--- src/design/bump_allocator_with_realloc_macros.svh ---
// Assertion macros of the bump allocator, used by the allocation engine.
`ifndef BUMP_ALLOCATOR_WITH_REALLOC_MACROS_SVH
`define BUMP_ALLOCATOR_WITH_REALLOC_MACROS_SVH

// Same-cycle implication, checked on every rising edge outside reset.
`define BPA_ASSERT_IMPL(label, ante, cons) \
  label: assert property (@(posedge clk) disable iff (rst) (ante) |-> (cons)) \
    else $error("bump allocator check failed");

// Next-cycle implication, checked on every rising edge outside reset.
`define BPA_ASSERT_NEXT(label, ante, cons) \
  label: assert property (@(posedge clk) disable iff (rst) (ante) |=> (cons)) \
    else $error("bump allocator check failed");

`endif

--- src/design/bpa_ram.sv ---
// Generic single-write, single-read RAM with a registered read port.
`timescale 1ns / 1ps

module bpa_ram #(
  parameter int WIDTH = 64,
  parameter int DEPTH = 64
) (
  input  logic                                  clk,
  input  logic                                  we,
  input  logic [(DEPTH > 1 ? $clog2(DEPTH) : 1)-1:0] waddr,
  input  logic [WIDTH-1:0]                      wdata,
  input  logic [(DEPTH > 1 ? $clog2(DEPTH) : 1)-1:0] raddr,
  output logic [WIDTH-1:0]                      rdata
);

  logic [WIDTH-1:0] mem [DEPTH];

  // Write port and registered read port.
  always_ff @(posedge clk) begin
    if (we) begin
      mem[waddr] <= wdata;
    end
    rdata <= mem[raddr];
  end

endmodule

--- config.mk ---
export PLATFORM = sky130hd
export DESIGN_NAME = bpa_ram
export DESIGN_NICKNAME = d
export VERILOG_FILES = /design/src/design/bump_allocator_with_realloc_macros.svh /design/src/design/bpa_ram.sv
export SDC_FILE = /design/constraint.sdc
export NUM_CORES = 2
export LEC_CHECK = 0
export ABC_CLOCK_PERIOD_IN_PS = 15200
export BUFFER_PORTS_ARGS = -buffer_cell sky130_fd_sc_hd__buf_4
export CORE_ASPECT_RATIO = 0.6
export CORE_MARGIN = 2
export CORE_UTILIZATION = 45
export CTS_CLUSTER_DIAMETER = 120
export DETAILED_ROUTE_END_ITERATION = 6
export PLACE_DENSITY_LB_ADDON = 0.12
export SLEW_MARGIN = 20
export SYNTH_ARGS = -nofsm -noshare
export SYNTH_HDL_FRONTEND = slang
export SYNTH_SLANG_ARGS = --single-unit
--- constraint.sdc ---
create_clock -name clk -period 15.2 [get_ports clk]
set_clock_uncertainty 0.1 [all_clocks]
set_input_delay 2.28 -clock clk [delete_from_list [all_inputs] [get_ports clk]]
set_output_delay 2.28 -clock clk [all_outputs]
set_load 0.005 [all_outputs]
# Yosys cells after proc, flatten, opt, wreduce, memory -nomap -nowiden

Memory sizes are Yosys's and may differ from the RTL's. A register that Yosys moved wholly into a read port is not among the register bits.
Index checks and enable logic that the tools add are counted.

Multipliers: 0
Multiplexer cells: 2
Shifts and indexed selects: 0
Order comparisons: 0
Bitwise logic cells: 0
Divide/modulo/power cells: 0
Add/subtract/negate cells: 0
Reductions and logical operators: 0
Eq/ne operators: 0

Operators by type and width:

| kind   | number |
|---|---|
| $mux 1 | 2 |

Memory bits (writable): 4096
Memories: 1
Bits in read-only memories: 0
Bits in latches: 0
Flip-flop bits (word level): 0
Word-level logic and storage cells: 3
Input bits: 78

Memory list:

| name | depth | width | read ports | clocked after memory_dff | write ports | line          | source |
|---|---|---|---|---|---|---|---|
| mem  | 64    | 64    | 1          | 1                        | 1           | bpa_ram.sv:16 | `logic [WIDTH-1:0] mem [DEPTH];` |

# Logic depth before layout (Yosys ltp)

Depth in word-level cells: 2
Gate-level depth with buffers: 9

# Least setup slack after synthesis

No wires, ideal clock.

Kind: input-to-reg
Start: in waddr[3] (netlist bit)
End: mem mem[48][0], enable pin
Path slack: 7384 ps
Stages on the path: 4
Data required time: 14536 ps
Arrival: 7152 ps
Cells stage by stage: clkbuf_1 nor2b_1 nand4b_1 nor3_1

RTL lines:

| what        | line          | source |
|---|---|---|
| from (decl) | bpa_ram.sv:10 | `input logic [(DEPTH > 1 ? $clog2(DEPTH) : 1)-1:0] waddr,` |
| to (decl)   | bpa_ram.sv:16 |  |

No word-level cell before the write port.

==> results.md <==
| Parameter | This run | Unit |
| --- | --- | --- |
| Run status | complete, no violations | - |
| Number of buffers created by CTS | 383 | - |
| Critical-path top delay cell | sky130_fd_sc_hd__buf_4 | - |
| Post-detailed-route DRC marker count | 0 | - |
| Die Footprint | 0.352 | mm^2 |
| Average wire per standard cell | 39.4 | um |
| Antenna-violating nets left | 0 | - |
| Count of pins on the block boundary | 142 | - |
| Worst flop-to-flop path startpoint | mem[36][40]$_DFFE_PP_ | - |
| Most area-hungry cell type in the Yosys netlist | sky130_fd_sc_hd__edfxtp_1 | - |
| Width of the chip | 765 | um |
| Maximum number of pins on one net before global-route repair | 117 | - |
| Ordered list of cells on the worst path | buf_16, buf_4, buf_4, buf_4, mux4_2, mux2i_1, o22ai_1, a41oi_1, a211oi_1 | - |
| Multiplexer fraction of the synthesized cell area | 15.6 | % |
| Wire length reported by the detailed router | 471000 | um |
| Hold EP | rdata[26]$_DFF_P_ | - |
| Largest cells by area after synthesis | sky130_fd_sc_hd__edfxtp_1, sky130_fd_sc_hd__mux4_2, sky130_fd_sc_hd__mux2i_1 | - |
| Synthesis Warnings | 0 | - |
| Leakage power | 0.0544 | uW |
| Commonest cells after routing, fill and taps aside | sky130_fd_sc_hd__edfxtp_1, sky130_fd_sc_hd__mux4_2, sky130_fd_sc_hd__clkbuf_16 | - |
| Master cell of the clock root buffer | sky130_fd_sc_hd__clkbuf_16 | - |
| Setup crit end kind | register | - |
| Floorplan core area | 0.345 | mm^2 |
| Filler Cells Inserted | 26892 | - |
| Reg-to-Reg End | rdata[40]$_DFF_P_ | - |
| Flip-flop and latch count after synthesis | 4160 | - |
| Finished Cell Area | 0.176 | mm^2 |
| Worst hold start | mem[50][26]$_DFFE_PP_ | - |
| Number of standard-cell rows in the floorplan | 167 | - |
| Number of pins exceeding their max-slew limit in the final report | 0 | - |
| Post-DP HPWL | 249000 | um |
| Logic depth of the worst register-to-register path | 4 | - |
| Area share of xor/xnor cells in the synthesized design | 0 | % |
| Number of levels in the clock H-tree | 5 | - |
| Gate count of the mapped netlist | 6598 | - |
| First-iteration detailed-routing DRC count | 11275 | - |
| Summed negative setup slack over all endpoints | 0 | ps |
| Overall power | 23300 | uW |
| GR Util All Layers | 26.6 | % |
| Cell mode on critical path | sky130_fd_sc_hd__buf_4 | - |
| Stage delay of the slowest cell on the critical path | 890 | ps |
| Worst Hold Class | reg -> reg | - |
| Setup repair after global routing missed its margin | no | - |
| Die height | 461 | um |
| Global placer's final weighted congestion | 0.760 | - |
| Post-synth top flop | sky130_fd_sc_hd__edfxtp_1 | - |
| Critical Path AT | 6660 | ps |
| Most common library cell in the layout ignoring fill and taps | sky130_fd_sc_hd__edfxtp_1 | - |
| Max-cap violation count | 0 | - |
| Number of hold-slack violations in the final timing report | 0 | - |
| Leftover overflow at the end of global routing | 0 | - |
| Achievable Freq | 166 | MHz |
| Footprint of the multi-input gates | 0.0308 | mm^2 |
| Category of cells accounting for the largest share of critical-path delay | buffers and inverters | - |
| Part of the cycle the worst path needs | 39.6 | % |
| CP max FO | 71 | - |
| Area growth from synthesis to layout | 12.5 | % |
| EDFF count, synth | 4096 | - |
| Hold path depth | 4 | - |
| Tightest Pin Transition | 1170 | ps |
| Unique masters post-synth | 33 | - |
| First-pass GRT wire length | 640000 | um |
| Number of buffers and inverters on the critical path | 4 | - |
| Latest clock arrival within the worst-skew pair | 940 | ps |
| Worst-case register-to-register setup slack | 12800 | ps |
| Post-synthesis share of cell area spent on and, or, nand and nor gates | 1.24 | % |
| Synth Area per Inst | 23.7 | um^2 |
| Clock tree from TritonCTS | done | - |
| Setup Buffers After CTS | 0 | - |
| Overall via count from detail_route | 76809 | - |
| Initial antenna violation count | 32 | - |
| Min Tclk post-route | 6020 | ps |
| Area of the mapped netlist | 0.156 | mm^2 |
| Setup Viol. Count Final | 0 | - |
| Finished Core Util | 50.9 | % |
| Via count of the first global-routing pass | 74397 | - |
| TritonRoute pass-1 iters | 5 | - |
| PortBufs | 141 | - |
| Total number of nets in the final design | 7049 | - |
| Worst rel slew slack | 22.0 | % |
| Fraction of layout instances using a drive strength above 1 | 27.7 | % |
| Portion of the post-synthesis area used by sequential elements | 79.5 | % |
| Starting density of the core | 45.3 | % |
| Share of Yosys cell area claimed by the top area cell type | 78.7 | % |
| Post-detailed-route via-to-cell ratio | 6.43 | - |
| Combined flip-flop and latch cell area | 0.124 | mm^2 |
| Number of clock sinks | 4160 | - |
| Startpoint-to-endpoint class of the critical path | in -> reg | - |
| Category of the worst setup path launch point | input port | - |
| Compound-cell area share of the yosys netlist | 2.48 | % |
| Maximum count of clock buffers along a single path | 4 | - |
| Adder-cell area share of the yosys netlist | 0 | % |
| Hold-fix buffers, CTS | 0 | - |
| Total cell area at the placement stage | 0.164 | mm^2 |
| Final hold slack | 752 | ps |
| Combinational family with the most area after synthesis | multiplexers | - |
| Clock transition at the registers of the reported paths | 70 | ps |
| Pwr per Cell Area | 132 | mW/mm^2 |
| Post_cts resized | 0 | - |
| Syn_nets | 6676 | - |
| Maximum ir drop on the vdd rail | 0.0867 | mV |
| Ys async rst share | 0 | % |
| CP Data Required Time | 15850 | ps |
## cells by family after synthesis
logic type,Yosys count
flops,4160
buf+inv,389
simple gates,386
mux,1159
compound gates,504
## worst min-delay path, cell delays in order, from the launching register on
cell and delay (ps):
sky130_fd_sc_hd__edfxtp_1 310, sky130_fd_sc_hd__mux4_2 220, sky130_fd_sc_hd__a22oi_1 80, sky130_fd_sc_hd__nand3_1 80, sky130_fd_sc_hd__and3_1 140
## area by class of cell
type,instances,share of cell area [%]
Inverter,19,0.0405
Timing Repair Buffer,358,1.67
Tap cell,4647,3.31
Multi-Input combinational cell,2049,17.5
Antenna cell,12,0.0171
Clock buffer,493,5.88
Sequential cell,4160,70.7
Clock inverter,201,0.922
## Yosys cell counts (20+ instances only)
master,instances
sky130_fd_sc_hd__a211oi_1,63
sky130_fd_sc_hd__a22o_1,88
sky130_fd_sc_hd__a22oi_1,168
sky130_fd_sc_hd__a41oi_1,26
sky130_fd_sc_hd__and3_1,64
sky130_fd_sc_hd__buf_1,20
sky130_fd_sc_hd__buf_2,170
sky130_fd_sc_hd__buf_4,34
sky130_fd_sc_hd__clkbuf_1,140
sky130_fd_sc_hd__dfxtp_1,64
sky130_fd_sc_hd__edfxtp_1,4096
sky130_fd_sc_hd__mux2i_1,135
sky130_fd_sc_hd__mux4_2,1024
sky130_fd_sc_hd__nand2_1,58
sky130_fd_sc_hd__nand3_1,45
sky130_fd_sc_hd__nor2_1,112
sky130_fd_sc_hd__nor2b_1,28
sky130_fd_sc_hd__o221ai_1,38
sky130_fd_sc_hd__o22ai_1,83
sky130_fd_sc_hd__or2_2,28
sky130_fd_sc_hd__or3_1,29
## layer usage
metal | GRT usage [%] | share of wire [%] | up-vias
li1 | - | - | 29254
met1 | 42.6 | 45 | 42786
met2 | 38.0 | 43 | 4178
met3 | 5.21 | 9.9 | 579
met4 | 5.47 | 2.0 | 12
met5 | 0 | 0.017 | -
## worst max-delay path by stage
stage / startpoint / end / slack (ps) / depth (start not counted)
6_report: raddr[0] / rdata[24]$_DFF_P_ / 9180 / 9
2_1_floorplan: waddr[3] / mem[48][0]$_DFFE_PP_ / 7380 / 4
4_1_cts: raddr[0] / rdata[29]$_DFF_P_ / 9130 / 9
3_3_place_gp: raddr[0] / rdata[29]$_DFF_P_ / 8080 / 9
3_5_place_dp: raddr[0] / rdata[29]$_DFF_P_ / 8110 / 9
5_1_grt: raddr[0] / rdata[24]$_DFF_P_ / 8740 / 9
## report_power, final
part / total [uW] / leakage, uW / internal [uW] / switching [uW]
logic: 1120 / 0.0111 / 406 / 709
registers: 12800 / 0.0374 / 12700 / 68.0
clock network: 9420 / 0.00586 / 5200 / 4230
total: 23300 / 0.0544 / 18300 / 5000
## per-stage QoR
stage	setup WS (ps)	cells
after floorplan	7380	6598
after detailed placement	8110	11231
after global placement	8080	11229
final	9180	11939
after global routing	8740	11930
after CTS	9130	11925
## flip-flops by register name (all words and copies together), names as in the netlist
signal,cells
mem,4096
rdata,64
Power figures use the tool's default switching activity.
