File: src/design/bump_allocator_with_realloc_macros.svh
// Assertion macros of the bump allocator, used by the allocation engine.
`ifndef BUMP_ALLOCATOR_WITH_REALLOC_MACROS_SVH
`define BUMP_ALLOCATOR_WITH_REALLOC_MACROS_SVH

// Same-cycle implication, checked on every rising edge outside reset.
`define BPA_ASSERT_IMPL(label, ante, cons) \
  label: assert property (@(posedge clk) disable iff (rst) (ante) |-> (cons)) \
    else $error("bump allocator check failed");

// Next-cycle implication, checked on every rising edge outside reset.
`define BPA_ASSERT_NEXT(label, ante, cons) \
  label: assert property (@(posedge clk) disable iff (rst) (ante) |=> (cons)) \
    else $error("bump allocator check failed");

`endif

File: src/design/bpa_pkg.sv
// Shared types and constants of the bump allocator.
`timescale 1ns / 1ps

package bpa_pkg;

  // Result status codes.
  typedef logic [2:0] status_t;
  localparam status_t STATUS_OK        = 3'd0;
  localparam status_t STATUS_NO_SPACE  = 3'd1;
  localparam status_t STATUS_FULL      = 3'd2;
  localparam status_t STATUS_NOT_FOUND = 3'd3;
  localparam status_t STATUS_ZERO_SIZE = 3'd4;

  // Configuration register indexes.
  localparam int CFG_INDEX_W = 2;
  typedef logic [CFG_INDEX_W-1:0] cfg_index_t;
  localparam cfg_index_t CFG_BASE_ADDRESS = 2'd0;
  localparam cfg_index_t CFG_ARENA_SIZE   = 2'd1;

  // Reset value of the arena size register.
  localparam logic [31:0] ARENA_SIZE_RESET = 32'd65536;

  // Operation codes of the input item.
  localparam logic OP_ALLOC   = 1'b0;
  localparam logic OP_REALLOC = 1'b1;

  // Configuration register contents handed to the allocation engine.
  typedef struct packed {
    logic [31:0] base_address;
    logic [31:0] arena_size;
  } bpa_cfg_t;

endpackage

File: src/design/bpa_cfg.sv
// Configuration registers of the bump allocator: base address and arena size.
`timescale 1ns / 1ps

module bpa_cfg (
  input  logic                  clk,
  input  logic                  rst,
  input  logic                  cfg_valid,
  output logic                  cfg_ready,
  input  bpa_pkg::cfg_index_t   cfg_index,
  input  logic [31:0]           cfg_data,
  output bpa_pkg::bpa_cfg_t     cfg
);

  import bpa_pkg::*;

  // Writes are taken in any cycle.
  assign cfg_ready = 1'b1;

  // Register decode; indexes past the list are dropped.
  always_ff @(posedge clk) begin
    if (rst) begin
      cfg.base_address <= '0;
      cfg.arena_size   <= ARENA_SIZE_RESET;
    end else if (cfg_valid && cfg_ready) begin
      case (cfg_index)
        CFG_BASE_ADDRESS: cfg.base_address <= cfg_data;
        CFG_ARENA_SIZE:   cfg.arena_size   <= cfg_data;
        default: ;
      endcase
    end
  end

endmodule

File: config.mk
export PLATFORM = sky130hd
export DESIGN_NAME = bpa_cfg
export DESIGN_NICKNAME = d
export VERILOG_FILES = /design/src/design/bump_allocator_with_realloc_macros.svh /design/src/design/bpa_pkg.sv /design/src/design/bpa_cfg.sv
export SDC_FILE = /design/constraint.sdc
export NUM_CORES = 1
export LEC_CHECK = 0
export ABC_CLOCK_PERIOD_IN_PS = 2050
export BUFFER_PORTS_ARGS = -buffer_cell sky130_fd_sc_hd__buf_2
export CORE_MARGIN = 5
export CORE_UTILIZATION = 38
export CTS_CLUSTER_DIAMETER = 50
export CTS_CLUSTER_SIZE = 20
export DETAILED_ROUTE_END_ITERATION = 8
export HOLD_SLACK_MARGIN = 0.05
export MAX_ROUTING_LAYER = met4
export PLACE_DENSITY = 0.73
export SLEW_MARGIN = 10
export SYNTH_ARGS = -nofsm -noshare
export SYNTH_HDL_FRONTEND = slang
export SYNTH_SLANG_ARGS = --single-unit
File: constraint.sdc
create_clock -name clk -period 2.05 [get_ports clk]
set_clock_uncertainty 0.1 [all_clocks]
set_input_delay 0.205 -clock clk [delete_from_list [all_inputs] [get_ports clk]]
set_output_delay 0.205 -clock clk [all_outputs]
set_load 0.05 [all_outputs]
Word-level counts from Yosys, hierarchy flattened
Index checks and enable logic that the tools add are counted.
{"block": "word_totals", "regBits": 64, "latch_bits": 0, "mem_bits_rw": 0, "rom_bits": 0, "inputBits": 37, "elab_cells": 6, "mem_count": 0}
{"block": "op_classes", "add_sub_neg": 0, "mul": 0, "div_mod_pow": 0, "order_cmp": 0, "eq_ne": 1, "n_shift": 0, "n_mux": 0, "n_bitwise": 0, "reduce_logical": 3}
{"cell": "$reduce_and 2->1", "n": 2}
{"cell": "$eq 2x1->1 const B", "n": 1}
{"cell": "$logic_not 2->1", "n": 1}

Logic depth before layout (Yosys ltp)
Gate-level depths: netlist (run 1).
{"block": "logic_depth", "ltp_word": 2, "ltp_mapped": 4, "depth_no_buf": 2}

Least setup slack after synthesis (run 1)
OpenSTA, ideal clock, no wires.
{"block": "synth_path", "path_type": "input to register", "startpoint": "in cfg_index[1]", "endpoint": "reg cfg[39] (netlist name)", "arrival_time_ns": 0.883, "slack_ns": 0.995, "path_stages": 4, "n_path_buf": 2, "cell_sequence": "nor3b_2 -> buf_6 -> buf_6 -> mux2i_1"}
{"block": "synth_via", "elab_chain_len": 2}
{"element": "start: declaration", "line": "bpa_cfg.sv:9", "rtl": "input bpa_pkg::cfg_index_t cfg_index,"}
{"element": "$logic_not 2->1", "line": "bpa_cfg.sv:25", "rtl": "case (cfg_index)"}
{"element": "$reduce_and 2->1 (no source line)"}
{"element": "end: declaration", "line": "bpa_cfg.sv:11", "rtl": "output bpa_pkg::bpa_cfg_t cfg"}
No other way between the ends.
A chain may end at the register's enable or synchronous reset.

Worst setup path in the final report (run 1)
{"block": "layout_path", "startpoint": "reg cfg[52] (netlist name)", "endpoint": "out cfg[52] (netlist name)"}
No word-level cell between the ends.

==> reports/results.tsv, run 1 <==
stage	metric	value	unit
synth	number of enable flip-flop cells after synthesis	0	
timing	fin. max-slew vios	0	
clock_network	Num CTS Buffers	9	
timing	period utilization	61.4	%
routing	DRC	0	
floorplan	die area	8870	µm²
setup_path	CP Cell Sequence	buf_2	
floorplan	I/O pin cnt	102	
job	number of max-cap violations	0	
timing	hold slack	0.0627	ns
floorplan	# rows	30	
routing	routed vias/inst	4.36	
timing	Fin Setup TNS	0	ns
power_and_ir_drop	LEAKAGE	1.72	nW
power_and_ir_drop	PwrDens	794	nW/µm²
synth	synth warn	0	
grt	grt total ovfl	0	
setup_path	crit path buf inv count	1	
synth	ranking of synthesized cells by area	dfxtp_1, mux2i_1, nand2b_1, buf_6, clkbuf_1	
finish	max FFs per register	64	
timing	Fmax achieved	0.794	GHz
setup_path	crit path capture type	output port	
synth	Synth Net Count	286	
clock_network	CTS tree	built	
finish	Syn-to-layout area delta	30.6	%
grt	vias in the first global route	2060	
setup_path	Crit path largest cell delay	0.35	ns
synth	syn avg cell area	10.8	µm²
routing	vias post-DR	1978	
timing	endpoints failing setup	0	
setup_path	critical path fanouts, max	2	
clock_network	CTS Buffer Depth	2	
synth	top-area cell type share of the netlist area	47.6	%
floorplan	Starting Density	39.4	%
grt	pin count of the biggest net entering global routing	98	
synth	Post-synth top flop	dfxtp_1	
routing	1st-iter DRT viols	53	
setup_path	WS Path Type	reg -> out	
floorplan	Die X	94.2	µm
routing	drt total wl	5690	µm
grt	Total GRT Usage	14.1	%
clock_network	H-tree levels	3	
setup_path	crit path DAT	0.95	ns
setup_path	CP top delay family	flip-flops	
clock_network	Sink Count	64	
clock_network	Post-CTS Resized	0	
synth	most frequent cell after synthesis	nand2b_1	
clock_network	worst-skew pair later-pin latency	0.33	ns
floorplan	Die Height	94.2	µm
place	RePlAce Congestion	0.696	
synth	synth unique cells	13	
worst_hold_path	Hold WC Path Type	in -> reg	
finish	Most flops, register	cfg	
finish	nets	390	
synth	Mapped Cells	249	
place	Post-DP HPWL	3940	µm
power_and_ir_drop	maximum VDD drop	0.000411	V
synth	Synth area leader	dfxtp_1	
finish	Top Registers	cfg x64	
clock_network	root buf cell	clkbuf_8	
timing	RSZ-0062 raised after global routing	false	
synth	Post-Synthesis Cell Area	2690	µm²
floorplan	core area	6830	µm²
routing	antenna-violating nets left	0	
synth	Synth top cells by count	nand2b_1, dfxtp_1, mux2i_1	
place	PortBufs	100	
synth	asr flop ratio synth	0	%
grt	global-route wire length before repair	9650	µm
routing	WL/cell	12.5	µm
finish	ANT cells	0	
synth	Seq/Total Area, Yosys	47.6	%
setup_path	Crit-path slowest cell	dfxtp_1	
setup_path	WP data required	1.75	ns
timing	Final min period	1.26	ns
finish	share of cells above drive strength 1	33.2	%
run_status	status	complete, no violations	
timing	endpoints failing hold	0	
routing	Pre-antenna DRT Iters	4	
clock_network	clock-pin slew on the worst setup and hold paths	0.06	ns
synth	Synth Register Bits	64	
grt	antenna violations before repair	0	
setup_path	startpoint type of the worst setup path	flip-flop	
kinds of logic after synthesis:
group	synth area share, %
mux	23.8
flops	47.6
other cells	0.139
buf+inv	4.74
simple gates	23.8
metrics by stage:
step	util, %	power [mW]	std cells	cell area, µm²	setup WS [ns]
global placement	47.3	1.73	429	3230	0.708
detailed placement	47.3	1.74	429	3230	0.644
finish	51.5	2.79	454	3520	0.791
CTS	51.5	2.84	454	3520	0.765
global route	51.5	2.94	454	3520	0.730
floorplan	-	1.64	249	2690	0.995
power by group:
| group | internal, mW | switching (mW) |
|---|---|---|
| Clock | 0.625 | 0.449 |
| Sequential | 1.29 | 0.0219 |
| Combinational | 0.145 | 0.264 |
cell usage in the layout, fill, tap and decap left out, types with 2 or more instances in the layout:
master | synthesis | layout
buf_2 | 3 | 100
nand2b_1 | 95 | 95
mux2i_1 | 64 | 64
dfxtp_1 | 64 | 64
clkbuf_8 | 0 | 11
dlygate4sd3_1 | 0 | 9
nor2_1 | 2 | 2
clkinv_2 | 0 | 2
clkbuf_1 | 8 | 2
buf_4 | 2 | 2
worst paths after layout:
| path | startpoint | end | slack (ns) | depth (start not counted) |
|---|---|---|---|---|
| setup reg to reg | cfg[5] | cfg[5] | 1.32 | 2 |
| hold reg to reg | cfg[17] | cfg[17] | 0.37 | 2 |
| setup / recovery | cfg[52] | cfg[52] | 0.79 | 1 |
| hold / removal | cfg_data[30] | cfg[62] | 0.06 | 3 |
final cells by class:
type / count / area (µm²)
flip-flops and latches: 64 / 1280
clock buffers: 13 / 159
multi-input cells: 166 / 1290
well taps: 96 / 120
repair buffers: 112 / 626
fillers: 649 / 3310
clock inverters: 3 / 40.0
repair_timing:
item                       CTS  global route
setup endpoints to repair    0             0
hold buffers                 9             0
hold endpoints to repair    14             0
setup buffers                0             0
routing by layer:
metal | up-vias | part of all wire, % | GRT usage [%]
met5 | - | 0 | -
met4 | 0 | 1.7 | 5.78
met2 | 62 | 46 | 22.1
met1 | 892 | 45 | 16.8
li1 | 1013 | - | -
met3 | 11 | 6.4 | 4.57
Note: power is estimated with default switching activity, not from simulation.
==> run 2, diff against run 1 <==
Settings changed: ABC_AREA set to 1, ABC_CLOCK_PERIOD_IN_PS 2050 to 1100, PLACE_DENSITY 0.73 to 0.76.
Clock period 2.05 ns to 1.1 ns, I/O delays scaled along.
==> run 2 against run 1 <==
  * Largest cell class is now buffers
  * Worst setup slack lost 0.78 ns
  * Routed wire length up 54%
  * Critical path depth did not move
  * Non-clock buffer count rose by 29
  * Global-route usage is 5.4 points higher
  * Utilization rose by 9.4 points
  * Hold slack improved by 0.0044 ns
  * Register-to-register slack got worse by 1.0 ns
  * Sequential power up 95%
  * Highest routed layer unchanged
  * Critical endpoint is now cfg[31]
==> reports/results.tsv, run 2 <==
stage	metric	value	unit
synth	Seq/Total Area, Yosys	46.7	%
grt	grt total ovfl	0	
setup_path	reg2reg start	cfg[59]	
setup_path	startpoint type of the worst setup path	flip-flop	
clock_network	CTS tree	built	
synth	synth warn	0	
setup_path	Critical Path Start	cfg[31]	
clock_network	Sink Count	64	
power_and_ir_drop	maximum VDD drop	0.000602	V
place	PortBufs	100	
timing	Final min period	1.09	ns
setup_path	worst reg-to-reg setup slack	0.29	ns
synth	synth unique cells	16	
routing	routed vias/inst	4.50	
synth	Synth top cells by count	nand2_1, nor2_1, dfxtp_1, inv_1, nand3_1	
grt	grt peak-use layer	met2	
synth	most frequent cell after synthesis	nand2_1	
routing	WL/cell	13.6	µm
power_and_ir_drop	Int Pwr	4.31	mW
finish	most common cell after layout, fill and taps aside	nand2_1	
setup_path	Crit path largest cell delay	0.37	ns
timing	Fmax achieved	0.921	GHz
finish	final std cells w/o fill	644	
synth	Post-synth top flop	dfxtp_1	
finish	Most flops, register	cfg	
setup_path	crit path DAT	0.88	ns
finish	nets	576	
floorplan	I/O pin cnt	102	
setup_path	crit path buf inv count	1	
clock_network	Num CTS Buffers	9	
power_and_ir_drop	sw power	1.81	mW
grt	pin count of the biggest net entering global routing	66	
setup_path	R2R depth	2	
setup_path	Crit-path slowest cell	dfxtp_1	
grt	antenna violations before repair	0	
finish	fin area	4340	µm²
clock_network	Post-CTS Setup Inserts	0	
setup_path	WS Path Type	reg -> out	
synth	Mapped Cells	413	
finish	share of cells above drive strength 1	29.4	%
grt	vias in the first global route	2742	
power_and_ir_drop	LEAKAGE	2.25	nW
setup_path	CP top delay family	flip-flops	
synth	Synth area leader	dfxtp_1	
synth	syn avg cell area	6.65	µm²
power_and_ir_drop	PwrDens	1410	nW/µm²
floorplan	Die Height	95.0	µm
clock_network	worst-skew pair later-pin latency	0.34	ns
routing	vias post-DR	2900	
setup_path	critical path fanouts, max	2	
worst_hold_path	hold path startpoint	cfg_index[1]	
place	post-placement cell area	3360	µm²
setup_path	WP depth	1	
synth	top-area cell type share of the netlist area	46.7	%
grt	GR Util met2	31.1	%
floorplan	# rows	31	
routing	drt total wl	8740	µm
finish	Syn-to-layout area delta	58.1	%
setup_path	crit path capture type	output port	
place	Inst Count DP	594	
synth	Synth Net Count	450	
setup_path	WP data required	0.89	ns
place	Post-DP HPWL	5470	µm
timing	endpoints failing hold	0	
timing	endpoints failing setup	0	
floorplan	Die X	95.0	µm
timing	Fin Setup TNS	0	ns
place	RePlAce Congestion	0.948	
timing	hold slack	0.0671	ns
clock_network	CTS Buffer Depth	2	
worst_hold_path	Hold WC Path Type	in -> reg	
floorplan	Starting Density	38.5	%
grt	Total GRT Usage	19.6	%
routing	Pre-antenna DRT Iters	4	
synth	number of enable flip-flop cells after synthesis	0	
routing	1st-iter DRT viols	121	
synth	Synth Register Bits	64	
power_and_ir_drop	Switching Share	29.6	%
timing	fin. max-slew vios	0	
finish	final core utilization	60.9	%
grt	global-route wire length before repair	13200	µm
finish	Top Registers	cfg x64	
run_status	status	complete, no violations	
routing	DRC	0	
job	number of max-cap violations	0	
synth	ranking of synthesized cells by area	dfxtp_1, nand2_1, nor2_1, inv_1, nand3_1	
routing	antenna-violating nets left	0	
timing	period utilization	98.7	%
finish	commonest cells after routing, fill and taps aside	nand2_1, nor2_1, inv_1	
clock_network	clock-pin slew on the worst setup and hold paths	0.06	ns
finish	max FFs per register	64	
setup_path	CP Cell Sequence	buf_6	
synth	asr flop ratio synth	0	%
clock_network	root buf cell	clkbuf_8	
clock_network	H-tree levels	3	
grt	met3 Usage GRT	3.47	%
power_and_ir_drop	Flop pwr share	41.6	%
setup_path	reg-to-reg endpoint	cfg[59]	
floorplan	die area	9030	µm²
grt	met1 usage	23.3	%
power_and_ir_drop	clock share of power	36.1	%
setup_path	Worst Setup EP	cfg[31]	
synth	Post-Synthesis Cell Area	2750	µm²
power_and_ir_drop	Gate power share	22.3	%
floorplan	core area	7140	µm²
## run 2: cells by family (layout without fill, tap and decap cells)
| kind of cell | Yosys count | count (layout) | share of synthesized area [%] |
|---|---|---|---|
| simple gates | 225 | 225 | 33.1 |
| buf+inv | 91 | 222 | 14.3 |
| flops | 64 | 64 | 46.7 |
| compound gates | 32 | 32 | 5.83 |
| other cells | 1 | 2 | 0.137 |
## run 2: repair_timing
action                                  CTS  global route
endpoints found under the setup margin   64            54
hold buffers                             33             0
gates resized for setup                  89            73
hold endpoints to repair                 59             0
cloned                                    0             0
## run 2: layer usage
layer	vias to the layer above	part of all wire (%)
met1	1292	41
met3	30	3.9
met4	0	3.8
met2	93	51
li1	1485	-
met5	-	0
## run 2: per-stage QoR
stage | setup WS, ns | total power [mW]
after floorplan | 0.0722 | 3.35
after global placement | 0.0821 | 3.64
after detailed placement | 0.0606 | 3.66
after CTS | 0.000847 | 6.05
after global routing | -0.0210 | 6.38
final | 0.0141 | 6.12
## run 2: how the worst min path moves through the flow
stage	depth (start not counted)	slack, ns	endpoint
detailed placement	3	0.26	cfg[25]
CTS	4	0.07	cfg[16]
global placement	3	0.25	cfg[26]
finish	4	0.07	cfg[16]
global route	4	0.1	cfg[16]
floorplan	2	0.14	cfg[0]
## run 2: layout make-up
class	count	area, µm²
clock inverter	3	65.1
timing repair buffer	141	1360
clock buffer	13	149
tap	99	124
multi-input combinational	258	1070
antenna	1	2.50
sequential	64	1330
inverter	65	244
fill	627	2790
## run 2: power groups by stage
stage                     Combinational, mW  Clock [mW]  Sequential (mW)
after detailed placement               1.11           0             2.55
after floorplan                       0.376           0             2.97
after global placement                 1.09           0             2.55
after global routing                   1.46        2.37             2.56
after CTS                              1.30        2.23             2.52
final                                  1.36        2.21             2.55
==> run 3, diff against run 2 <==
Settings changed: ABC_CLOCK_PERIOD_IN_PS 1100 to 900, TNS_END_PERCENT set to 100.
Clock period 1.1 ns to 0.9 ns, I/O delays scaled along.
==> run 3 against run 2 <==
  * The run now ends with setup timing left
  * Highest routed layer unchanged
  * Hold slack better by 0.026 ns
  * Worst setup slack worse by 0.17 ns
  * Largest cell class unchanged
  * Via count is 6.1% higher
  * Design area is 7.6% higher
==> reports/results.tsv, run 3 (same netlist as run 2, synthesis figures left out) <==
stage	metric	value	unit
place	post-placement cell area	3440	µm²
setup_path	reg2reg start	cfg[21]	
floorplan	core area	7140	µm²
setup_path	crit path DAT	0.86	ns
routing	routed vias/inst	4.75	
floorplan	# rows	31	
clock_network	clock-pin slew on the worst setup and hold paths	0.07	ns
worst_hold_path	hold path startpoint	rst	
finish	most common cell after layout, fill and taps aside	nor2_1	
place	Inst Count DP	596	
power_and_ir_drop	LEAKAGE	2.37	nW
finish	final std cells w/o fill	648	
finish	Most flops, register	cfg	
routing	vias post-DR	3076	
clock_network	CTS Buffer Depth	2	
setup_path	CP Cell Sequence	buf_8	
routing	antenna-violating nets left	0	
worst_hold_path	Hold WC Path Type	in -> reg	
finish	commonest cells after routing, fill and taps aside	nor2_1, nand2_1, dfxtp_2	
setup_path	startpoint type of the worst setup path	flip-flop	
timing	RSZ-0062 raised after global routing	true	
finish	fill count	560	
finish	max FFs per register	64	
place	PortBufs	100	
setup_path	WS Path Type	reg -> out	
setup_path	R2R depth	6	
clock_network	H-tree levels	3	
routing	drt total wl	10100	µm
clock_network	root buf cell	clkbuf_8	
power_and_ir_drop	maximum VDD drop	0.000781	V
setup_path	reg-to-reg endpoint	cfg[21]	
clock_network	Sink Count	64	
worst_hold_path	hold depth	5	
timing	endpoints failing hold	0	
run_status	failing checks	setup timing	
routing	DRC	0	
timing	Fmax achieved	0.948	GHz
grt	vias in the first global route	3198	
worst_hold_path	worst hold endpoint	cfg[32]	
routing	WL/cell	15.5	µm
floorplan	Die X	95.0	µm
run_status	status	finished with violations	
setup_path	WP data required	0.71	ns
clock_network	CTS tree	built	
grt	grt total ovfl	0	
place	RePlAce Congestion	0.905	
routing	1st-iter DRT viols	228	
timing	Final min period	1.05	ns
setup_path	crit path buf inv count	1	
floorplan	I/O pin cnt	102	
timing	fin. max-slew vios	0	
setup_path	Crit path largest cell delay	0.36	ns
place	Post-Place Worst Slack	-0.124	ns
setup_path	CP top delay family	flip-flops	
floorplan	Die Height	95.0	µm
timing	period utilization	117	%
clock_network	Num CTS Buffers	9	
grt	antenna violations before repair	1	
grt	pin count of the biggest net entering global routing	66	
clock_network	worst-skew pair later-pin latency	0.34	ns
setup_path	crit path capture type	output port	
grt	Total GRT Usage	23.4	%
timing	worst setup margin	-0.155	ns
finish	fin area	4670	µm²
job	number of max-cap violations	0	
setup_path	Crit-path slowest cell	dfxtp_2	
floorplan	Starting Density	38.5	%
finish	share of cells above drive strength 1	36.9	%
power_and_ir_drop	PwrDens	1540	nW/µm²
finish	nets	579	
finish	Top Registers	cfg x64	
grt	global-route wire length before repair	15600	µm
finish	Syn-to-layout area delta	70.2	%
timing	endpoints failing setup	68	
setup_path	critical path fanouts, max	2	
floorplan	die area	9030	µm²
timing	hold slack	0.0928	ns
routing	Pre-antenna DRT Iters	5	
setup_path	worst reg-to-reg setup slack	-0.07	ns
place	Post-DP HPWL	5560	µm
[run 3: cell types whose count changed in the layout (fill, tap and decap cells not counted), sizes merged]
| cell | before | now |
|---|---|---|
| dlymetal6s4s | 0 | 3 |
| buf | 108 | 110 |
| bufinv | 2 | 0 |
| dlygate4sd3 | 33 | 31 |
| clkinv | 1 | 2 |
| clkinvlp | 0 | 1 |
| diode | 1 | 2 |
[run 3: final cells by class]
| class | count | area, µm² | share of cell area, % |
|---|---|---|---|
| antenna | 2 | 5.00 | 0.107 |
| inverter | 65 | 246 | 5.27 |
| tap | 99 | 124 | 2.65 |
| multi-input combinational | 258 | 1110 | 23.7 |
| sequential | 64 | 1360 | 29.1 |
| timing repair buffer | 144 | 1670 | 35.6 |
| clock inverter | 3 | 17.5 | 0.375 |
| clock buffer | 13 | 149 | 3.19 |
[run 3: repair_timing]
action,CTS,global route
buffers inserted,8,9
setup endpoints to repair,64,87
pin swaps,0,5
hold buffers,34,0
resized for setup,181,28
endpoints found under the hold margin,64,0
[run 3: how the worst max path moves through the flow]
stage / start / to / cells past startpoint
detailed placement: cfg_index[0] / cfg[46] / 6
floorplan: cfg[0] / cfg[0] / 4
CTS: cfg[54] / cfg[54] / 1
global placement: cfg_index[0] / cfg[51] / 6
global route: cfg[16] / cfg[16] / 1
finish: cfg[16] / cfg[16] / 1
[run 3: power by group]
part / switching (mW) / internal, mW / total [mW]
Combinational: 1.09 / 0.769 / 1.86
Clock: 1.12 / 1.07 / 2.19
Sequential: 0.140 / 3.01 / 3.15
[run 3: per-layer routing]
layer  vias up  GRT usage, %  routed length, µm
li1       1488             -                  -
met5         -             -                  0
met1      1386          24.3               3730
met3        53          5.60                560
met2       149          38.2               5110
met4         0          17.9                654
[run 3: metrics by stage]
| step | TNS, ns | utilization [%] | power [mW] |
|---|---|---|---|
| finish | -8.35 | 65.5 | 7.20 |
| global route | -9.97 | 65.5 | 7.49 |
| CTS | -8.41 | 64.6 | 7.10 |
| detailed placement | -5.51 | 48.2 | 4.50 |
| global placement | -4.33 | 48.2 | 4.48 |
| floorplan | 0 | - | 4.12 |
