<file path="src/design/bump_allocator_with_realloc_macros.svh">
// Assertion macros of the bump allocator, used by the allocation engine.
`ifndef BUMP_ALLOCATOR_WITH_REALLOC_MACROS_SVH
`define BUMP_ALLOCATOR_WITH_REALLOC_MACROS_SVH

// Same-cycle implication, checked on every rising edge outside reset.
`define BPA_ASSERT_IMPL(label, ante, cons) \
  label: assert property (@(posedge clk) disable iff (rst) (ante) |-> (cons)) \
    else $error("bump allocator check failed");

// Next-cycle implication, checked on every rising edge outside reset.
`define BPA_ASSERT_NEXT(label, ante, cons) \
  label: assert property (@(posedge clk) disable iff (rst) (ante) |=> (cons)) \
    else $error("bump allocator check failed");

`endif

</file>
<file path="src/design/bpa_pkg.sv">
// Shared types and constants of the bump allocator.
`timescale 1ns / 1ps

package bpa_pkg;

  // Result status codes.
  typedef logic [2:0] status_t;
  localparam status_t STATUS_OK        = 3'd0;
  localparam status_t STATUS_NO_SPACE  = 3'd1;
  localparam status_t STATUS_FULL      = 3'd2;
  localparam status_t STATUS_NOT_FOUND = 3'd3;
  localparam status_t STATUS_ZERO_SIZE = 3'd4;

  // Configuration register indexes.
  localparam int CFG_INDEX_W = 2;
  typedef logic [CFG_INDEX_W-1:0] cfg_index_t;
  localparam cfg_index_t CFG_BASE_ADDRESS = 2'd0;
  localparam cfg_index_t CFG_ARENA_SIZE   = 2'd1;

  // Reset value of the arena size register.
  localparam logic [31:0] ARENA_SIZE_RESET = 32'd65536;

  // Operation codes of the input item.
  localparam logic OP_ALLOC   = 1'b0;
  localparam logic OP_REALLOC = 1'b1;

  // Configuration register contents handed to the allocation engine.
  typedef struct packed {
    logic [31:0] base_address;
    logic [31:0] arena_size;
  } bpa_cfg_t;

endpackage

</file>
<file path="src/design/bpa_engine.sv">
// Allocation engine: request sequencer, record table scan and result register.
`timescale 1ns / 1ps
`include "bump_allocator_with_realloc_macros.svh"

module bpa_engine #(
  parameter int RECORDS   = 64,
  parameter int ADDR_BITS = 32
) (
  input  logic                      clk,
  input  logic                      rst,
  input  bpa_pkg::bpa_cfg_t         cfg,
  // Request channel.
  input  logic                      in_valid,
  output logic                      in_stall,
  input  logic                      op,
  input  logic [31:0]               req_size,
  input  logic [31:0]               old_addr,
  input  logic                      old_is_null,
  // Result channel.
  output logic                      out_valid,
  input  logic                      out_stall,
  output bpa_pkg::status_t          out_status,
  output logic [31:0]               out_block_addr,
  output logic                      out_copy_needed,
  output logic [31:0]               out_copy_from,
  output logic [31:0]               out_copy_len,
  // Record table RAM.
  output logic                      mem_we,
  output logic [(RECORDS > 1 ? $clog2(RECORDS) : 1)-1:0] mem_waddr,
  output logic [(ADDR_BITS > 32 ? 32 : ADDR_BITS)+31:0]  mem_wdata,
  output logic [(RECORDS > 1 ? $clog2(RECORDS) : 1)-1:0] mem_raddr,
  input  logic [(ADDR_BITS > 32 ? 32 : ADDR_BITS)+31:0]  mem_rdata
);

  import bpa_pkg::*;

  localparam int AddrW = (ADDR_BITS > 32) ? 32 : ADDR_BITS;
  localparam int IdxW  = (RECORDS > 1) ? $clog2(RECORDS) : 1;
  localparam int CntW  = $clog2(RECORDS + 1);

  typedef enum logic [4:0] {
    ST_IDLE     = 5'b00001,
    ST_DISPATCH = 5'b00010,
    ST_SEARCH   = 5'b00100,
    ST_CHECK    = 5'b01000,
    ST_FINISH   = 5'b10000
  } state_t;

  typedef enum logic [1:0] {
    JOB_ALLOC    = 2'd0,
    JOB_ZERO     = 2'd1,
    JOB_NOTFOUND = 2'd2,
    JOB_REALLOC  = 2'd3
  } job_t;

  // Control state.
  state_t            state;
  logic [31:0]       free_offset;
  logic [CntW-1:0]   count;

  // Per-request working registers.
  logic              op_q;
  logic              null_q;
  logic [31:0]       size_q;
  logic [AddrW-1:0]  old_q;
  job_t              job;
  logic [AddrW-1:0]  free_addr_q;
  logic [32:0]       sum_q;
  logic              fit_q;
  logic [IdxW-1:0]   data_idx;
  logic [IdxW-1:0]   hit_idx;
  logic [31:0]       old_size_q;
  logic              inplace_ok;
  logic [31:0]       inplace_off;
  logic [31:0]       copy_len_q;

  // Table entry fields as read back.
  logic [AddrW-1:0]  rd_addr_field;
  logic [31:0]       rd_size_field;
  logic              rd_match;
  logic              scan_last;

  // Check stage arithmetic.
  logic [31:0]       end_sum;
  logic [32:0]       shrink_diff;
  logic              end_match;

  // Finish stage decision.
  logic              out_free;
  logic              fin;
  status_t           res_status;
  logic [31:0]       res_addr;
  logic              res_copy;
  logic [31:0]       res_from;
  logic [31:0]       res_len;
  logic              res_we;
  logic [IdxW-1:0]   res_idx;
  logic [AddrW-1:0]  res_rec_addr;
  logic              res_off_we;
  logic [31:0]       res_off;

  assign in_stall = (state != ST_IDLE);

  assign rd_addr_field = mem_rdata[AddrW+31:32];
  assign rd_size_field = mem_rdata[31:0];
  assign rd_match      = (rd_addr_field == old_q);
  assign scan_last     = ((CntW'(data_idx) + CntW'(1)) == count);

  // Scan reads: entry 0 from dispatch, then one entry ahead each search cycle.
  always_comb begin
    mem_raddr = '0;
    if (state == ST_SEARCH) begin
      mem_raddr = data_idx + IdxW'(1);
    end
  end

  // In-place resize arithmetic on the matched record.
  assign end_sum     = 32'(old_q) + old_size_q;
  assign end_match   = (end_sum[AddrW-1:0] == free_addr_q);
  assign shrink_diff = sum_q - {1'b0, old_size_q};

  // Result selection once the request is fully evaluated.
  assign out_free = !out_valid || !out_stall;
  assign fin      = (state == ST_FINISH) && out_free;

  always_comb begin
    res_status   = STATUS_OK;
    res_addr     = '0;
    res_copy     = 1'b0;
    res_from     = '0;
    res_len      = '0;
    res_we       = 1'b0;
    res_idx      = hit_idx;
    res_rec_addr = free_addr_q;
    res_off_we   = 1'b0;
    res_off      = sum_q[31:0];
    case (job)
      JOB_ALLOC: begin
        if (!fit_q) begin
          res_status = STATUS_NO_SPACE;
        end else if (count == CntW'(RECORDS)) begin
          res_status = STATUS_FULL;
        end else begin
          res_we     = 1'b1;
          res_idx    = count[IdxW-1:0];
          res_addr   = 32'(free_addr_q);
          res_off_we = 1'b1;
        end
      end
      JOB_ZERO:     res_status = STATUS_ZERO_SIZE;
      JOB_NOTFOUND: res_status = STATUS_NOT_FOUND;
      JOB_REALLOC: begin
        if (inplace_ok) begin
          res_we       = 1'b1;
          res_rec_addr = old_q;
          res_addr     = 32'(old_q);
          res_off_we   = 1'b1;
          res_off      = inplace_off;
        end else if (!fit_q) begin
          res_status = STATUS_NO_SPACE;
        end else begin
          res_we     = 1'b1;
          res_addr   = 32'(free_addr_q);
          res_copy   = 1'b1;
          res_from   = 32'(old_q);
          res_len    = copy_len_q;
          res_off_we = 1'b1;
        end
      end
      default: res_status = STATUS_OK;
    endcase
  end

  // Record table write-back.
  assign mem_we    = fin && res_we;
  assign mem_waddr = res_idx;
  assign mem_wdata = {res_rec_addr, size_q};

  // Sequencer and allocator state.
  always_ff @(posedge clk) begin
    if (rst) begin
      state       <= ST_IDLE;
      free_offset <= '0;
      count       <= '0;
      out_valid   <= 1'b0;
    end else begin
      if (out_valid && !out_stall) begin
        out_valid <= 1'b0;
      end
      case (state)
        ST_IDLE: begin
          if (in_valid && !in_stall) begin
            state <= ST_DISPATCH;
          end
        end
        ST_DISPATCH: begin
          if (op_q == OP_ALLOC || null_q) begin
            state <= ST_FINISH;
          end else if (size_q == '0) begin
            state <= ST_FINISH;
          end else if (count == '0) begin
            state <= ST_FINISH;
          end else begin
            state <= ST_SEARCH;
          end
        end
        ST_SEARCH: begin
          if (rd_match) begin
            state <= ST_CHECK;
          end else if (scan_last) begin
            state <= ST_FINISH;
          end
        end
        ST_CHECK: state <= ST_FINISH;
        ST_FINISH: begin
          if (out_free) begin
            state     <= ST_IDLE;
            out_valid <= 1'b1;
            if (res_off_we) begin
              free_offset <= res_off;
            end
            if (res_we && job == JOB_ALLOC) begin
              count <= count + CntW'(1);
            end
          end
        end
        default: state <= ST_IDLE;
      endcase
    end
  end

  // Request payload and working registers.
  always_ff @(posedge clk) begin
    if (state == ST_IDLE && in_valid) begin
      op_q   <= op;
      null_q <= old_is_null;
      size_q <= req_size;
      old_q  <= old_addr[AddrW-1:0];
    end
    if (state == ST_DISPATCH) begin
      free_addr_q <= AddrW'(cfg.base_address + free_offset);
      sum_q       <= {1'b0, free_offset} + {1'b0, size_q};
      fit_q       <= ({1'b0, free_offset} + {1'b0, size_q}) <= {1'b0, cfg.arena_size};
      data_idx    <= '0;
      if (op_q == OP_ALLOC || null_q) begin
        job <= JOB_ALLOC;
      end else if (size_q == '0) begin
        job <= JOB_ZERO;
      end else if (count == '0) begin
        job <= JOB_NOTFOUND;
      end else begin
        job <= JOB_REALLOC;
      end
    end
    if (state == ST_SEARCH) begin
      data_idx <= data_idx + IdxW'(1);
      if (rd_match) begin
        hit_idx    <= data_idx;
        old_size_q <= rd_size_field;
      end else if (scan_last) begin
        job <= JOB_NOTFOUND;
      end
    end
    if (state == ST_CHECK) begin
      inplace_ok  <= end_match && (sum_q >= {1'b0, old_size_q})
                     && (shrink_diff <= {1'b0, cfg.arena_size});
      inplace_off <= shrink_diff[31:0];
      copy_len_q  <= (old_size_q < size_q) ? old_size_q : size_q;
    end
    if (fin) begin
      out_status      <= res_status;
      out_block_addr  <= res_addr;
      out_copy_needed <= res_copy;
      out_copy_from   <= res_from;
      out_copy_len    <= res_len;
    end
  end

  // Consistency checks.
  `BPA_ASSERT_IMPL(a_count_bound, 1'b1, count <= CntW'(RECORDS))
  `BPA_ASSERT_NEXT(a_accept_dispatch, in_valid && !in_stall && !rst, state == ST_DISPATCH)
  `BPA_ASSERT_NEXT(a_offset_hold, !mem_we && !rst, $stable(free_offset))
  `BPA_ASSERT_NEXT(a_write_reports_ok, mem_we && !rst, out_valid && out_status == STATUS_OK)
  `BPA_ASSERT_IMPL(a_copy_is_ok, out_valid && out_copy_needed, out_status == STATUS_OK)

endmodule

</file>
<file path="config.mk">
export PLATFORM = sky130hd
export DESIGN_NAME = bpa_engine
export DESIGN_NICKNAME = d
export VERILOG_FILES = /design/src/design/bpa_pkg.sv /design/src/design/bpa_engine.sv
export VERILOG_INCLUDE_DIRS = /design/src /design/src/design
export SDC_FILE = /design/constraint.sdc
export NUM_CORES = 1
export LEC_CHECK = 0
export BUFFER_PORTS_ARGS = -buffer_cell sky130_fd_sc_hd__buf_2
export CAP_MARGIN = 30
export CORE_MARGIN = 8
export CORE_UTILIZATION = 60
export CTS_CLUSTER_DIAMETER = 50
export DETAILED_ROUTE_END_ITERATION = 10
export PLACE_DENSITY = 0.84
export SLEW_MARGIN = 20
export SYNTH_ARGS = -nofsm -noshare
export SYNTH_HDL_FRONTEND = slang
export SYNTH_SLANG_ARGS = --single-unit
export TNS_END_PERCENT = 1
</file>
<file path="constraint.sdc">
create_clock -name clk -period 11.7 [get_ports clk]
set_clock_uncertainty 0.15 [all_clocks]
set_input_delay 1.17 -clock clk [delete_from_list [all_inputs] [get_ports clk]]
set_output_delay 1.17 -clock clk [all_outputs]
set_load 0.05 [all_outputs]
</file>
== Word-level counts from Yosys, hierarchy flattened ==
Cells that the tools add are included.
Storage, ports and cells
  word-level logic and storage cells: 120
  output and inout bits: 179
  bits of input ports: 198
  register bits: 388
Operators by class
  magnitude comparators: 4
  bitwise gates (word level): 3
  $add $sub $neg: 7
  reduce and logical (&&, ||, !) cells: 23
  multiplexer cells: 44
  equal/unequal tests: 16
Operators with widths (number)
  $mux 32: 9
  $le 33x32->1: 2
  $add 32x32->32: 2
  $eq 32x32->1: 2
  $pmux 32 s2: 1
  $mux 6: 6
  $mux 5: 7
  $add 32x32->33: 1
  $ge 33x32->1: 1
  $sub 33x32->33: 1
  $logic_not 32->1: 1
  $lt 32x32->1: 1
  $pmux 5 s5: 1
  $mux 2: 8
  $pmux 3 s4: 1
  $mux 1: 10
  $reduce_and 3->1: 3
  $logic_and 1x1->1: 8
  $add 6x1->7 const B: 1
  $add 7x1->7 const B: 1
  $eq 7x7->1: 1
  $eq 7x7->1 const B: 1
  $logic_not 7->1: 1
  $add 6x1->6 const B: 1
  19 further kinds: 26

== Depth between registers and ports, before layout ==
Gate-level depths: netlist (run 1).
  word-level depth: 8
  depth in mapped cells: 26
  gate-level depth less buffers: 26

== Least setup slack after synthesis (run 1) ==
Ideal clock, no wire load.
  path type: register -> register
  from: register state[0]
  to: register state[0]
  cell stages (with the launch flop): 4
  data required time: 11.196 ns
  clock period less this slack: 6.440 ns
  path buffers: 0
  library setup time: 0.354 ns
  data arrival time: 5.936 ns
  setup slack: 5.260 ns
  cells stage by stage: dfxtp_1 or3_1 nor3b_1 o31ai_1
Between the ends
  word-level cells in the longest chain between the ends: 5
  elaborated cells between the ends (all ways): 13
  classes of those cells: eq/ne: 9; mux: 1; reduce/logical: 3
RTL lines
  from (decl): RTL line bpa_engine.sv:57  | state_t state;
  from (signal assigned): RTL line bpa_engine.sv:182  | state <= ST_IDLE;
  from (signal assigned): RTL line bpa_engine.sv:193  | state <= ST_DISPATCH;
  from (signal assigned): RTL line bpa_engine.sv:198  | state <= ST_FINISH;
  $ne 5x1->1: RTL line bpa_engine.sv:102  | assign in_stall = (state != ST_IDLE);
  $logic_not 1->1: RTL line bpa_engine.sv:192  | if (in_valid && !in_stall) begin
  $logic_and 1x1->1: RTL line bpa_engine.sv:192
  $ne 2x2->1 (no source line)
  $reduce_and 3->1 (no source line)
Parallel ways exist; a longest one is shown, timed or not.
A chain may end at the register's enable or synchronous reset.

== Worst setup path after layout (run 1) ==
  from: register old_size_q[0]
  to: register inplace_ok (data pin)
Between the ends
  elaborated cells between the ends (all ways): 7
  classes of those cells: add/sub: 2; order compare: 2; eq/ne: 1; reduce/logical: 2
RTL lines
  from (decl): RTL line bpa_engine.sv:72  | logic [31:0] old_size_q;
  from (signal assigned): RTL line bpa_engine.sv:259  | old_size_q <= rd_size_field;
  $sub 33x32->33: RTL line bpa_engine.sv:120  | assign shrink_diff = sum_q - {1'b0, old_size_q};
  net shrink_diff[22]: RTL line bpa_engine.sv:85  | logic [32:0] shrink_diff;
  $le 33x32->1: RTL line bpa_engine.sv:266  | && (shrink_diff <= {1'b0, cfg.arena_size});
  $logic_and 1x1->1: RTL line bpa_engine.sv:266
  to (signal assigned): RTL line bpa_engine.sv:265  | inplace_ok <= end_match && (sum_q >= {1'b0, old_size_q})
  to (decl): RTL line bpa_engine.sv:73  | logic inplace_ok;
The timed path passes the listed nets, and every way through them passes these cells.

==> results.cfg, run 1 <==
[run_status]
status = completed

[sta]
tightestPinTransition_ps = 988
fmax_ghz = 0.159
min_period_over_period_pct = 53.7
fin_tns_setup_ps = 0
period_minus_slack_ps = 6280
rsz0062_at_grt = false
slew_viol_final = 0
hold_ws_ps = 384
hold_viol = 0
setup_violations = 0
slew_headroom_pct = 34.1

[logic_synthesis]
ys.flop_type = edfxtp_1
synth_nets = 2753
synth_area_um2 = 24000
yosysWarningCount = 0
yosys.area.top_type = edfxtp_1
synth_top_area_share_pct = 42.7
synth_area_leaders = edfxtp_1 (43%), ha_1 (12%), xnor2_1 (4.9%)
synth_edf_count = 341
syn-mean-instance-area_um2 = 10.3
synthCells = 2323
synth-async-reset-ratio_pct = 0
ys_seq_elements = 388
ys_seq_area_share_pct = 46.6
yosysMostFrequentCell = edfxtp_1
synthDistinctLibCells = 86
synth_commonest_cells = edfxtp_1 (341), nand2_1 (280), ha_1 (228)

[power]
clkPwrFrac_pct = 40.1
p_leak_nw = 12.4
switching_share_pct = 29.6
seqPwrFrac_pct = 41.9
ir_drop_mv = 0.0963
power.switching_mw = 1.14
p_per_area_nw_per_um2 = 137
p_comb_share_pct = 18.0
p_int_mw = 2.72
power_mw = 3.87

[worst_setup_path]
reg2reg_to = inplace_ok$_DFFE_PP_
critPathBufInv = 1
cp_top_family = simple AND/OR/NAND/NOR gates
cp_common_cell = nand4_1
reg2reg_slack_ps = 5420
crit_path_max_fanout = 4
worstSetupStartpointType = register
max_stage_delay_ps = 490
cpMaxStageDelayCell = or3_1
cp.arrival_ps = 6550
reg2reg_from = old_size_q[0]$_DFFE_PP_
cp_num_cells = 25
reg2regPathDepth = 25
required_ps = 11960
critPathKind = register to register
end_kind = register

[placement]
routabilityCongestion = 1.01
hpwl_um = 65600
io_buffer_count = 376

[die]
die_x_um = 216
die_h_um = 216
start_util_pct = 60.5
core_area_um2 = 39600
num_rows = 73
pin_count = 377
design.die.area_um2 = 46600

[routing]
drtPass1Iterations = 5
met2_length_um = 38300
avgViaCountPerCell = 6.40
wire_per_inst_um = 25.9
routed-via-count = 20900
drtAntennaViolNets = 0
routed-wl-met3_um = 9070
drc_errors = 0
wl_um = 84600
top_layer = met5
wirelength_met1_um = 32700
drtIter0Drc = 2686

[cts]
cts_htree_levels = 2
cts_resized = 0
clkTransAtPathRegs_ps = 60
cts_buffers = 49
post_cts.repair.setup_buffers = 0
cts_tree = yes
cts-root-buf = clkbuf_16
hold_buffers = 0
cts_sinks = 388
clk_path_buf_depth = 3
clk-insertion-delay-late_ps = 590

[hold_path]
hold_depth = 2
hold_class = register to register
min_to = free_offset[19]$_SDFFE_PP0P_
hp-start = inplace_off[19]$_DFFE_PP_

[final_layout]
insertedDiodeCount = 0
drive_gt1_share_pct = 18.9
multi_input_area_um2 = 12000
nets = 3128
fillers = 2904
register_area_um2 = 11200
finalCoreUtilization_pct = 71.0
area_growth_pct = 17.4

[global_route]
grt_max_degree = 76
grt_pass1_vias = 20700
grt_pass1_wl_um = 125000
grt_util_all_layers_pct = 34.9
antenna_found_initial = 3
overflow = 0

[job]
drv_cap = 0
cells by family (layout without fill, tap and decap cells):
| kind of cell | count (synthesis) | in the layout | share of synthesized area (%) |
|---|---|---|---|
| adders and majority gates | 232 | 232 | 12.2 |
| muxes | 40 | 40 | 1.69 |
| and+or+nand+nor | 734 | 734 | 14.8 |
| xor gates and xnor gates | 177 | 177 | 6.46 |
| buffers and inverters | 216 | 632 | 3.54 |
| DFF | 388 | 388 | 46.6 |
| AOI/OAI and AO/OA | 536 | 536 | 14.7 |
sequential cells by signal (all words and copies together) (netlist names), 7 cells and up:
name            flops
out_copy_len       32
out_block_addr     32
free_offset        32
out_copy_from      32
sum_q              33
free_addr_q        32
size_q             32
inplace_off        32
old_q              32
copy_len_q         32
count               7
old_size_q         32
worst min-delay path, stage by stage, from the launching register on:
cell      delay [ps]
edfxtp_1         350
nand2_1           60
a311oi_1          70
worst max-delay path by stage:
stage,from,endpoint
2_1_floorplan,state[0]$_SDFFE_PP1P_,state[0]$_SDFFE_PP1P_
3_3_place_gp,old_size_q[0]$_DFFE_PP_,inplace_ok$_DFFE_PP_
3_5_place_dp,old_size_q[0]$_DFFE_PP_,inplace_ok$_DFFE_PP_
4_1_cts,old_size_q[0]$_DFFE_PP_,inplace_ok$_DFFE_PP_
5_1_grt,old_size_q[0]$_DFFE_PP_,inplace_ok$_DFFE_PP_
6_report,old_size_q[0]$_DFFE_PP_,inplace_ok$_DFFE_PP_
power by group through the flow:
stage	Combinational (mW)	Clock, mW	Sequential (mW)
6_report	0.696	1.55	1.62
5_1_grt	0.743	1.61	1.62
4_1_cts	0.681	1.56	1.62
2_1_floorplan	0.419	0	1.66
3_5_place_dp	0.671	0	1.64
3_3_place_gp	0.658	0	1.64
layer usage:
layer	vias to the layer above	GRT usage, %
li1	9354	-
met1	9841	45.4
met5	-	0
met4	4	17.4
met3	240	6.43
met2	1447	55.6
cells in the final DEF, fill, tap and decap left out, types with 34 or more instances in the layout:
master     synthesis  routed
a21o_1            74      74
a21oi_1          181     181
a311oi_1          34      34
and3_1            81      81
buf_2              7     376
clkbuf_16          0      53
dfxtp_1           47      47
edfxtp_1         341     341
ha_1             228     228
inv_1            146     144
mux2i_1           37      37
nand2_1          280     279
nand3_1           35      35
nand4_1           53      53
nor2_1           138     136
o21ai_0           69      69
xnor2_1          133     133
xor2_1            44      44
cell type report:
type	count	share of cell area [%]
well taps	525	2.33
inverters	146	1.96
flip-flops and latches	388	39.7
repair buffers	394	7.37
clock buffers	65	5.01
clock inverters	27	0.938
multi-input cells	1719	42.7
per-stage QoR:
stage / setup slack (ps) / instances / cell area [µm²]
final: 5420 / 3264 / 28200
after global routing: 4820 / 3264 / 28200
after CTS: 5430 / 3260 / 28100
after detailed placement: 5470 / 3168 / 26400
after global placement: 5560 / 3168 / 26400
after floorplan: 5260 / 2323 / 24000
Power figures use the tool's default switching activity.
==> run 2: changes to the inputs <==
- ABC_AREA: default -> 1
- CORE_UTILIZATION: 60 -> 58
- PLACE_DENSITY: 0.84 -> 0.81
- clock period: 11.7 -> 5.8 ns (I/O delays scaled with it)
==> run 2 against run 1 <==
  * Setup slack worse by 4400 ps
  * Clock power is 100% higher
  * Sequential power grew 100%
==> results.cfg, run 2 <==
[run_status]
status = completed

[worst_setup_path]
crit_chain = inv_1, ha_1, a21oi_1, o21ai_2, a21oi_1, o21ai_2, a21boi_1, nand2_1, nand2_1, o21bai_1, nand2_1, nand2_1, nand2_1, nand2_1, ha_1, and3_1, nand4_1, nor4b_1, nand4_1, a21oi_1, nand2_1, nor2_1
reg2reg_from = old_size_q[2]$_DFFE_PP_
required_ps = 6110
crit_path_max_fanout = 4
max_stage_delay_ps = 560
cp_common_cell = nand2_1
cp_num_cells = 22
reg2reg_slack_ps = 970
cp.arrival_ps = 5150
critPathBufInv = 1
end_kind = register
reg2reg_to = inplace_ok$_DFFE_PP_
cpMaxStageDelayCell = nor4b_1
reg2regPathDepth = 22
worstSetupStartpointType = register
crit_path_start = old_size_q[2]$_DFFE_PP_
crit_path_end = inplace_ok$_DFFE_PP_
critPathKind = register to register
cp_top_family = simple AND/OR/NAND/NOR gates

[logic_synthesis]
ys_seq_elements = 388
synth-async-reset-ratio_pct = 0
synth_edf_count = 341
ys_seq_area_share_pct = 44.6
synthCells = 2953
synth_nets = 3383
syn-mean-instance-area_um2 = 8.48
ys.flop_type = edfxtp_1
synth_area_um2 = 25000
synthDistinctLibCells = 54
yosysMostFrequentCell = nand2_1
synth_commonest_cells = nand2_1 (761), inv_1 (400), edfxtp_1 (341)
yosysWarningCount = 0
yosys.area.top_type = edfxtp_1
synth_area_leaders = edfxtp_1 (41%), nand2_1 (11%), ha_1 (11%)
synth_top_area_share_pct = 40.9

[cts]
cts_resized = 0
clk-insertion-delay-late_ps = 600
hold_buffers = 50
cts_sinks = 388
cts-root-buf = clkbuf_16
clkTransAtPathRegs_ps = 70
clk_path_buf_depth = 3
cts_htree_levels = 2
post_cts.repair.setup_buffers = 0
cts_buffers = 49
cts_tree = yes

[routing]
drtAntennaViolNets = 0
drc_errors = 0
wl_um = 90700
avgViaCountPerCell = 5.81
wire_per_inst_um = 22.5
routed-via-count = 23400
drtIter0Drc = 2476
drtPass1Iterations = 6

[final_layout]
final_common_cell = nand2_1
largest_reg_flops = 33
finalCoreUtilization_pct = 69.7
drive_gt1_share_pct = 15.3
fin_area_um2 = 29900
nets = 3830
largest-register = sum_q
final_cell_mix = nand2_1 (760), inv_1 (400), buf_2 (376)
area_growth_pct = 19.3

[global_route]
grt_pass1_vias = 23300
grt_max_degree = 73
grt_pass1_wl_um = 135000
overflow = 0
antenna_found_initial = 5
grt_util_all_layers_pct = 35.1

[die]
num_rows = 76
die_h_um = 224
start_util_pct = 58.4
core_area_um2 = 42900
pin_count = 377
die_x_um = 224
design.die.area_um2 = 50100

[sta]
fmax_ghz = 0.207
tightestPinTransition_ps = 994
min_period_over_period_pct = 83.3
period_minus_slack_ps = 4830
slew_viol_final = 0
finalWorstSetupSlack_ps = 967
hold_viol = 0
slew_headroom_pct = 33.7
rsz0062_at_grt = false
hold_ws_ps = 27.4
setup_violations = 0

[placement]
routabilityCongestion = 0.999
hpwl_um = 69600
post_dp_cell_area_um2 = 27600
io_buffer_count = 376
pre_cts_slack_ps = 1030

[job]
drv_cap = 0

[hold_path]
hold_class = input port to register
hp-start = old_addr[4]

[power]
p_per_area_nw_per_um2 = 272
p_leak_nw = 14.1
power_mw = 8.13
ir_drop_mv = 0.234
run 2: report_power, final:
part | leakage (nW) | switching [mW] | total [mW] | internal, mW
Sequential | 3.51 | 0.133 | 3.32 | 3.19
Clock | 0.806 | 1.32 | 3.16 | 1.84
Combinational | 9.83 | 1.14 | 1.65 | 0.509
Total | 14.1 | 2.59 | 8.13 | 5.54
run 2: worst reg2reg max path, cell delays in order (launching register included):
cell	delay, ps
edfxtp_1	530
inv_1	90
ha_1	340
a21oi_1	210
o21ai_2	100
a21oi_1	270
o21ai_2	120
a21boi_1	240
nand2_1	130
nand2_1	120
o21bai_1	140
nand2_1	120
nand2_1	60
nand2_1	70
nand2_1	120
ha_1	310
and3_1	300
nand4_1	180
nor4b_1	560
nand4_1	210
a21oi_1	210
nand2_1	60
nor2_1	80
run 2: final cells by class:
| cell class | instances | area (µm²) |
|---|---|---|
| antenna | 5 | 12.5 |
| clock buffer | 66 | 1380 |
| clock inverter | 26 | 292 |
| fill | 3308 | 13000 |
| inverter | 403 | 1510 |
| multi-input combinational | 2112 | 12200 |
| sequential | 388 | 11200 |
| tap | 585 | 732 |
| timing repair buffer | 446 | 2560 |
run 2: worst min path at each step:
stage                         endpoint  slack (ps)  cells past startpoint
2_1_floorplan     hit_idx[1]$_DFFE_PP_         310                      0
3_3_place_gp      hit_idx[1]$_DFFE_PP_         320                      0
3_5_place_dp      hit_idx[1]$_DFFE_PP_         330                      0
4_1_cts            old_q[10]$_DFFE_PP_        0.02                      1
5_1_grt        old_size_q[3]$_DFFE_PP_         0.6                      1
6_report            old_q[4]$_DFFE_PP_          30                      1
run 2: logic make-up (layout without fill, tap and decap cells):
kind of cell,after synthesis,after routing,synth area share [%]
AOI/OAI and AO/OA,461,461,10.4
xor gates and xnor gates,148,148,5.18
adders and majority gates,232,232,11.7
buffers and inverters,453,941,6.89
DFF,388,388,44.6
other,0,5,0
and+or+nand+nor,1271,1271,21.2
run 2: metal layers:
layer	wire (µm)	vias up	global-route usage (%)
met2	42700	1417	59.0
met4	4290	2	15.4
met3	8940	267	7.00
met5	13	-	0
met1	34700	10900	43.6
li1	-	10800	-
run 2: per-stage QoR:
| stage | instances | setup TNS, ps |
|---|---|---|
| finish | 4031 | 0 |
| global placement | 3881 | 0 |
| CTS | 4024 | 0 |
| global route | 4029 | 0 |
| detailed placement | 3882 | 0 |
| floorplan | 2953 | -125 |
